### src/hdl/chr_pkg.sv
// shared types and opcodes for the command history ring
package chr_pkg;

  typedef logic [7:0] byte_t;

  localparam logic OP_APPEND = 1'b0;
  localparam logic OP_RECALL = 1'b1;

endpackage

### src/hdl/chr_if.sv
// valid/ready channel interfaces for command and line transactions
interface chr_in_if;
  import chr_pkg::*;

  logic  valid;
  logic  ready;
  logic  opcode;
  byte_t data_byte;
  byte_t entries_back;

  modport source (output valid, output opcode, output data_byte, output entries_back,
                  input ready);
  modport sink   (input valid, input opcode, input data_byte, input entries_back,
                  output ready);
endinterface

interface chr_out_if;
  import chr_pkg::*;

  logic  valid;
  logic  ready;
  byte_t line_byte;
  logic  last_flag;

  modport source (output valid, output line_byte, output last_flag, input ready);
  modport sink   (input valid, input line_byte, input last_flag, output ready);
endinterface

### src/hdl/chr_mem.sv
// byte ring storage, one write port and one registered read port
module chr_mem #(
  parameter int DEPTH  = 128,
  parameter int ADDR_W = 7
) (
  input  logic                clk,
  input  logic                we,
  input  logic [ADDR_W-1:0]   waddr,
  input  chr_pkg::byte_t      wdata,
  input  logic                re,
  input  logic [ADDR_W-1:0]   raddr,
  output chr_pkg::byte_t      rdata
);
  import chr_pkg::*;

  byte_t mem [DEPTH];
  byte_t rdata_r;

  always_ff @(posedge clk) begin
    if (we) begin
      mem[waddr] <= wdata;
    end
  end

  always_ff @(posedge clk) begin
    if (re) begin
      rdata_r <= mem[raddr];
    end
  end

  assign rdata = rdata_r;
endmodule

### src/hdl/command_history_ring_top.sv
// command history ring: byte ring with append and backward line recall
//
//  channel   dir   transaction
//  in_chan   in    append one byte or recall a line (opcode, data_byte, entries_back)
//  out_chan  out   one byte of a recalled line (line_byte, last_flag)
//
// after reset a clearing pass writes zeros over every ring entry, in_chan not ready
// append: writes data_byte at the write pointer and advances it
// recall: a backward search over the ring memory, then emission of the line byte by byte
// the single read port of the ring memory sets the step rate; out_chan stalls hold emission
// a finished byte waits in the output register while the next command is taken
module command_history_ring_top #(
  parameter int RING_DEPTH = 128,
  parameter int MAX_LINE   = 64
) (
  input  logic             clk,
  input  logic             rst_n,
  chr_in_if.sink           in_chan,
  chr_out_if.source        out_chan
);
  import chr_pkg::*;

  localparam int PTR_W  = $clog2(RING_DEPTH);
  localparam int STEP_W = $clog2(RING_DEPTH + 1);
  localparam int CNT_W  = $clog2(MAX_LINE);

  localparam logic [PTR_W-1:0]  PTR_LAST  = PTR_W'(RING_DEPTH - 1);
  localparam logic [STEP_W-1:0] STEP_FULL = STEP_W'(RING_DEPTH);
  localparam logic [CNT_W-1:0]  CNT_LAST  = CNT_W'(MAX_LINE - 1);

  localparam logic [1:0] ST_CLEAR  = 2'd0;
  localparam logic [1:0] ST_IDLE   = 2'd1;
  localparam logic [1:0] ST_SEARCH = 2'd2;
  localparam logic [1:0] ST_EMIT   = 2'd3;

  logic [1:0]        state_r,  state_nxt;
  logic [PTR_W-1:0]  wp_r,     wp_nxt;
  logic [PTR_W-1:0]  pos_r,    pos_nxt;
  logic [STEP_W-1:0] steps_r,  steps_nxt;
  byte_t             rem_r,    rem_nxt;
  logic [CNT_W-1:0]  cnt_r,    cnt_nxt;
  logic              ovalid_r, ovalid_nxt;
  byte_t             obyte_r,  obyte_nxt;
  logic              olast_r,  olast_nxt;

  logic              mem_we;
  logic [PTR_W-1:0]  mem_waddr;
  byte_t             mem_wdata;
  logic              mem_re;
  logic [PTR_W-1:0]  mem_raddr;
  byte_t             mem_rdata;

  logic              in_acc;
  logic              out_free;
  logic              found;
  logic              is_last;
  logic [PTR_W-1:0]  wp_prev;
  logic [PTR_W-1:0]  wp_next;
  logic [PTR_W-1:0]  pos_prev;
  logic [PTR_W-1:0]  pos_next;

  chr_mem #(
    .DEPTH  (RING_DEPTH),
    .ADDR_W (PTR_W)
  ) u_mem (
    .clk   (clk),
    .we    (mem_we),
    .waddr (mem_waddr),
    .wdata (mem_wdata),
    .re    (mem_re),
    .raddr (mem_raddr),
    .rdata (mem_rdata)
  );

  assign in_chan.ready      = (state_r == ST_IDLE);
  assign in_acc             = in_chan.valid && (state_r == ST_IDLE);
  assign out_chan.valid     = ovalid_r;
  assign out_chan.line_byte = obyte_r;
  assign out_chan.last_flag = olast_r;
  assign out_free           = !ovalid_r || out_chan.ready;

  assign wp_prev  = (wp_r == '0) ? PTR_LAST : wp_r - 1'b1;
  assign wp_next  = (wp_r == PTR_LAST) ? '0 : wp_r + 1'b1;
  assign pos_prev = (pos_r == '0) ? PTR_LAST : pos_r - 1'b1;
  assign pos_next = (pos_r == PTR_LAST) ? '0 : pos_r + 1'b1;

  assign found   = (mem_rdata == 8'h00) || (steps_r == STEP_FULL);
  assign is_last = (mem_rdata == 8'h00) || (cnt_r == CNT_LAST);

  always_comb begin
    state_nxt  = state_r;
    wp_nxt     = wp_r;
    pos_nxt    = pos_r;
    steps_nxt  = steps_r;
    rem_nxt    = rem_r;
    cnt_nxt    = cnt_r;
    ovalid_nxt = ovalid_r;
    obyte_nxt  = obyte_r;
    olast_nxt  = olast_r;
    mem_we     = 1'b0;
    mem_waddr  = wp_r;
    mem_wdata  = in_chan.data_byte;
    mem_re     = 1'b0;
    mem_raddr  = pos_prev;

    if (ovalid_r && out_chan.ready) begin
      ovalid_nxt = 1'b0;
    end

    unique case (state_r)
      ST_CLEAR: begin
        mem_we    = 1'b1;
        mem_waddr = pos_r;
        mem_wdata = 8'h00;
        pos_nxt   = pos_r + 1'b1;
        if (pos_r == PTR_LAST) begin
          pos_nxt   = '0;
          state_nxt = ST_IDLE;
        end
      end
      ST_IDLE: begin
        if (in_acc) begin
          if (in_chan.opcode == OP_APPEND) begin
            mem_we = 1'b1;
            wp_nxt = wp_next;
          end else begin
            mem_re    = 1'b1;
            mem_raddr = wp_prev;
            pos_nxt   = wp_prev;
            steps_nxt = STEP_W'(1);
            rem_nxt   = in_chan.entries_back;
            state_nxt = ST_SEARCH;
          end
        end
      end
      ST_SEARCH: begin
        mem_re = 1'b1;
        if (found && (rem_r == 8'h00)) begin
          mem_raddr = pos_next;
          pos_nxt   = pos_next;
          cnt_nxt   = '0;
          state_nxt = ST_EMIT;
        end else begin
          mem_raddr = pos_prev;
          pos_nxt   = pos_prev;
          if (found) begin
            rem_nxt   = rem_r - 1'b1;
            steps_nxt = STEP_W'(1);
          end else begin
            steps_nxt = steps_r + 1'b1;
          end
        end
      end
      ST_EMIT: begin
        if (out_free) begin
          ovalid_nxt = 1'b1;
          obyte_nxt  = mem_rdata;
          olast_nxt  = is_last;
          cnt_nxt    = cnt_r + 1'b1;
          if (is_last) begin
            state_nxt = ST_IDLE;
          end else begin
            mem_re    = 1'b1;
            mem_raddr = pos_next;
            pos_nxt   = pos_next;
          end
        end
      end
      default: begin
        state_nxt = ST_CLEAR;
      end
    endcase
  end

  always_ff @(posedge clk) begin
    if (!rst_n) begin
      state_r  <= ST_CLEAR;
      wp_r     <= '0;
      pos_r    <= '0;
      steps_r  <= '0;
      rem_r    <= '0;
      cnt_r    <= '0;
      ovalid_r <= 1'b0;
    end else begin
      state_r  <= state_nxt;
      wp_r     <= wp_nxt;
      pos_r    <= pos_nxt;
      steps_r  <= steps_nxt;
      rem_r    <= rem_nxt;
      cnt_r    <= cnt_nxt;
      ovalid_r <= ovalid_nxt;
    end
  end

  always_ff @(posedge clk) begin
    obyte_r <= obyte_nxt;
    olast_r <= olast_nxt;
  end
endmodule

### src/flat_wrapper.sv
// flat-port wrapper written by rule: the top's interface ports become plain ports
module command_history_ring_top_flat import chr_pkg::*;
#(
  parameter int RING_DEPTH = 128,
  parameter int MAX_LINE   = 64
)
  (clk, rst_n, in_chan_valid, in_chan_opcode, in_chan_data_byte, in_chan_entries_back, in_chan_ready, out_chan_valid, out_chan_line_byte, out_chan_last_flag, out_chan_ready);
  chr_in_if in_chan_i ();
  chr_out_if out_chan_i ();
  input  logic clk;
  input  logic rst_n;
  input wire logic [$bits(in_chan_i.valid)-1:0] in_chan_valid;
  input wire logic [$bits(in_chan_i.opcode)-1:0] in_chan_opcode;
  input wire logic [$bits(in_chan_i.data_byte)-1:0] in_chan_data_byte;
  input wire logic [$bits(in_chan_i.entries_back)-1:0] in_chan_entries_back;
  output wire logic [$bits(in_chan_i.ready)-1:0] in_chan_ready;
  output wire logic [$bits(out_chan_i.valid)-1:0] out_chan_valid;
  output wire logic [$bits(out_chan_i.line_byte)-1:0] out_chan_line_byte;
  output wire logic [$bits(out_chan_i.last_flag)-1:0] out_chan_last_flag;
  input wire logic [$bits(out_chan_i.ready)-1:0] out_chan_ready;
  assign in_chan_i.valid = in_chan_valid;
  assign in_chan_i.opcode = in_chan_opcode;
  assign in_chan_i.data_byte = in_chan_data_byte;
  assign in_chan_i.entries_back = in_chan_entries_back;
  assign in_chan_ready = in_chan_i.ready;
  assign out_chan_valid = out_chan_i.valid;
  assign out_chan_line_byte = out_chan_i.line_byte;
  assign out_chan_last_flag = out_chan_i.last_flag;
  assign out_chan_i.ready = out_chan_ready;
  command_history_ring_top #(.RING_DEPTH(RING_DEPTH), .MAX_LINE(MAX_LINE)) u_core (.clk(clk), .rst_n(rst_n), .in_chan(in_chan_i), .out_chan(out_chan_i));
endmodule
### config.mk
export PLATFORM = sky130hd
export DESIGN_NAME = command_history_ring_top_flat
export DESIGN_NICKNAME = d
export VERILOG_FILES = /design/src/hdl/chr_pkg.sv /design/src/hdl/chr_if.sv /design/src/hdl/chr_mem.sv /design/src/hdl/command_history_ring_top.sv /design/src/flat_wrapper.sv
export SDC_FILE = /design/constraint.sdc
export NUM_CORES = 2
export LEC_CHECK = 0
export BUFFER_PORTS_ARGS = -buffer_cell sky130_fd_sc_hd__buf_2
export CAP_MARGIN = 20
export CORE_ASPECT_RATIO = 1.75
export CORE_MARGIN = 5
export CORE_UTILIZATION = 35
export DETAILED_ROUTE_END_ITERATION = 8
export GPL_TIMING_DRIVEN = 0
export HOLD_SLACK_MARGIN = 0.12
export PLACE_DENSITY = 0.52
export SYNTH_ARGS = -nofsm -noshare
export SYNTH_HDL_FRONTEND = slang
export SYNTH_HIERARCHICAL = 1
export SYNTH_SLANG_ARGS = --single-unit
### constraint.sdc
create_clock -name clk -period 5.8 [get_ports clk]
set_clock_uncertainty 0.05 [all_clocks]
set_input_delay 1.16 -clock clk [delete_from_list [all_inputs] [get_ports clk]]
set_output_delay 1.16 -clock clk [all_outputs]
set_load 0.05 [all_outputs]
==> impl_metrics.toml <==
[timing]
drv_slew = 0
worst_pin_slew_ns = 1.16
period_minus_slack_ns = 5.62
finalWorstSetupSlack_ns = 0.179
hold_viol_final = 0
rsz0062_at_grt = "no"
timing.fmax_mhz = 178
post-route-period-util_pct = 96.9
slew_headroom_pct = 22.9
setup_viol = 0

[power_and_ir_drop]
switching_power_mw = 3.94
p_sw_share_pct = 23.8
power_mw = 16.6
power_density_nw_per_um2 = 336
comb_power_share_pct = 11.1
seq_power_share_pct = 51.0
pwr-share-clk_pct = 37.9
irDropWorstVdd_v = 0.000237
p_leak_nw = 15.6
intPower_mw = 12.6

[setup_path]
cp_max_fo = 9
cp.required_ns = 6.21
setup.worst_path.class = "reg -> reg"
end_kind = "flip-flop"
start_kind = "flip-flop"
crit_start = "u_core/state_r[0]"
r2r-start = "u_core/state_r[0]"
arrival_ns = 6.03

[hold_path]
hold_start = "u_core/u_mem/rdata[1]"
hold_path.class = "reg -> reg"

[logic_synthesis]
avgSynthCellArea_um2 = 20.9
ys_ff_latch = 1080
synth_warnings = 6
async_flop_share_pct = 0
synth_nets = 2100
synth_edf_count = 1041
netlist-cell-type-count = 68
synth_area_um2 = 43200
syn_inst = 2064
seq_area_frac_synth_pct = 74.2
synth_ff_type = "edfxtp_1"

[clock_network]
cts_max_path_buffers = 3
cts.sinks = 1080
post_cts_buffers = 0
htree_levels = 3
clk_pin_slew_worst_paths_ns = 0.07
numCtsBuffers = 94
clock_latency_ns = 0.71
clock-root-buffer = "clkbuf_16"
cts_tree = "done"

[die]
dieArea_um2 = 131000
start_util_pct = 35.2
boundaryPins = 32
die-height_um = 475
core_area_um2 = 123000
fp-row-count = 170
dieWidth_um = 275

[route]
via_per_inst = 5.40
routed_wl_um = 118000
drtAntennaViolNets = 0
drtIter0Drc = 1798
vias = 21300
routedWlPerCell_um = 29.9
dr.pass1.iters = 6
drcViolationCount = 0

[global_routing]
grt_pass1_vias = 22700
grt_usage_pct = 18.1
grt_max_degree = 49
grt_overflow = 0
antenna_found_initial = 5
grt_pass1_wl_um = 168000

[placement]
gp_congestion = 0.893
numPortBuffers = 31
dp_hpwl_um = 85500
place_ws_ns = -0.512

[final_layout]
drive_above_1_share_pct = 28.1
final_util_pct = 40.3
final_nets = 2271
areaGrowthSynthToFinish_pct = 14.4

[run_status]
run_status = "finished clean"

[job]
cap_viol_max_count = 0
[Yosys cell counts, types with 7 or more instances]
| master | instances | area share, % |
|---|---|---|
| a21oi_1 | 21 | 0.24 |
| and3_1 | 7 | 0.10 |
| buf_1 | 21 | 0.18 |
| buf_2 | 17 | 0.20 |
| buf_4 | 11 | 0.19 |
| clkbuf_1 | 62 | 0.54 |
| dfxtp_1 | 39 | 1.8 |
| edfxtp_1 | 1041 | 72 |
| ha_1 | 15 | 0.43 |
| inv_1 | 21 | 0.18 |
| mux2_2 | 13 | 0.34 |
| mux2i_1 | 7 | 0.16 |
| mux4_2 | 336 | 18 |
| nand2_1 | 56 | 0.49 |
| nand3_1 | 35 | 0.41 |
| nand4_1 | 7 | 0.10 |
| nor2_1 | 163 | 1.4 |
| nor2b_1 | 25 | 0.36 |
| nor3_1 | 15 | 0.17 |
| o21ai_0 | 34 | 0.39 |
| o22ai_1 | 7 | 0.10 |
| xnor2_1 | 17 | 0.35 |
| xor2_1 | 9 | 0.18 |
[cell usage in the layout, fill, tap and decap left out, drive strengths merged, types with 35 or more instances in the layout]
| cell type | Yosys | layout |
|---|---|---|
| edfxtp | 1041 | 1041 |
| mux4 | 336 | 336 |
| clkbuf | 62 | 184 |
| nor2 | 163 | 163 |
| buf | 52 | 126 |
| nand2 | 56 | 56 |
| dfxtp | 39 | 39 |
| clkinv | 0 | 38 |
| nand3 | 35 | 35 |
| o21ai | 35 | 35 |
[stage by stage]
| stage | instance area (um2) | hold slack [ns] | TNS (ns) | instances |
|---|---|---|---|---|
| floorplan | 43200 | 0.367 | 0 | 2064 |
| CTS | 49300 | 0.400 | 0 | 3948 |
| finish | 49400 | 0.395 | 0 | 3953 |
| detailed placement | 46200 | 0.384 | -3.80 | 3772 |
| global route | 49300 | 0.408 | 0 | 3950 |
| global placement | 45400 | 0.383 | -4058.61 | 3729 |
[metal layers]
layer / wire length [um] / up-vias / global-route usage [%]
met3: 5740 / 208 / 2.72
li1: - / 8906 / -
met5: 23 / - / 0
met1: 40400 / 11500 / 19.7
met4: 5870 / 4 / 7.99
met2: 66200 / 678 / 34.2
[flip-flops by register name, summed over array words and instances (netlist names)]
name                       cells
u_core/pos_r                   7
u_core/wp_r                    7
u_core/state_r                 2
u_core/cnt_r                   6
u_core/steps_r                 8
u_core/out_chan.valid          1
u_core/rem_r                   8
u_core/u_mem/rdata             8
u_core/out_chan.last_flag      1
u_core/u_mem/mem            1024
u_core/out_chan.line_byte      8
[path summary, 6_finish.rpt]
kind,cells after the start,endpoint,slack [ns]
setup reg to reg,14,u_core/u_mem/rdata[7],0.18
setup / recovery,14,u_core/u_mem/rdata[7],0.18
hold / removal,0,u_core/out_chan.line_byte[1],0.39
hold reg to reg,0,u_core/out_chan.line_byte[1],0.39
[final cells by class]
cell class / instances / area, um2
multi-input cells: 849 / 10600
inverters: 21 / 78.8
diodes: 4 / 10.0
well taps: 1634 / 2040
plain buffers: 114 / 551
fillers: 10900 / 73200
clock inverters: 54 / 529
clock buffers: 122 / 2530
flip-flops and latches: 1080 / 32000
repair buffers: 75 / 948
[kinds of logic after synthesis]
group	Yosys count	synth area share [%]
buffers and inverters	135	1.37
flip-flops	1080	74.2
XOR/XNOR	26	0.528
AND/OR/NAND/NOR	335	3.49
adder cells (fa/ha/maj)	15	0.435
AO/OA/AOI/OAI	116	1.86
multiplexers	357	18.1
[power by group through the flow]
| stage | Sequential [mW] | Combinational, mW | Clock, mW |
|---|---|---|---|
| 2_1_floorplan | 8.62 | 1.08 | 0 |
| 3_3_place_gp | 8.62 | 1.81 | 0 |
| 3_5_place_dp | 8.62 | 1.85 | 0 |
| 4_1_cts | 8.45 | 1.86 | 6.45 |
| 5_1_grt | 8.45 | 1.88 | 6.75 |
| 6_report | 8.45 | 1.83 | 6.28 |
[timing repair]
item	4_1_cts	5_1_grt
endpoints found under the setup margin	8	8
resized for setup	18	15
pin swaps	0	0
hold buffers	0	0
[worst max-delay path, stage by stage (launching register included)]
cell	delay, ns
dfxtp_1	0.42
ha_1	0.17
clkbuf_1	0.41
nand2_1	0.35
nor2_1	0.50
o21ai_0	0.16
and2_1	0.17
o22ai_1	0.11
clkbuf_1	0.60
buf_8	0.24
clkbuf_1	0.46
buf_16	0.22
mux4_2	0.56
mux4_2	0.60
mux2_2	0.31
Note: power is estimated with default switching activity, not from simulation.
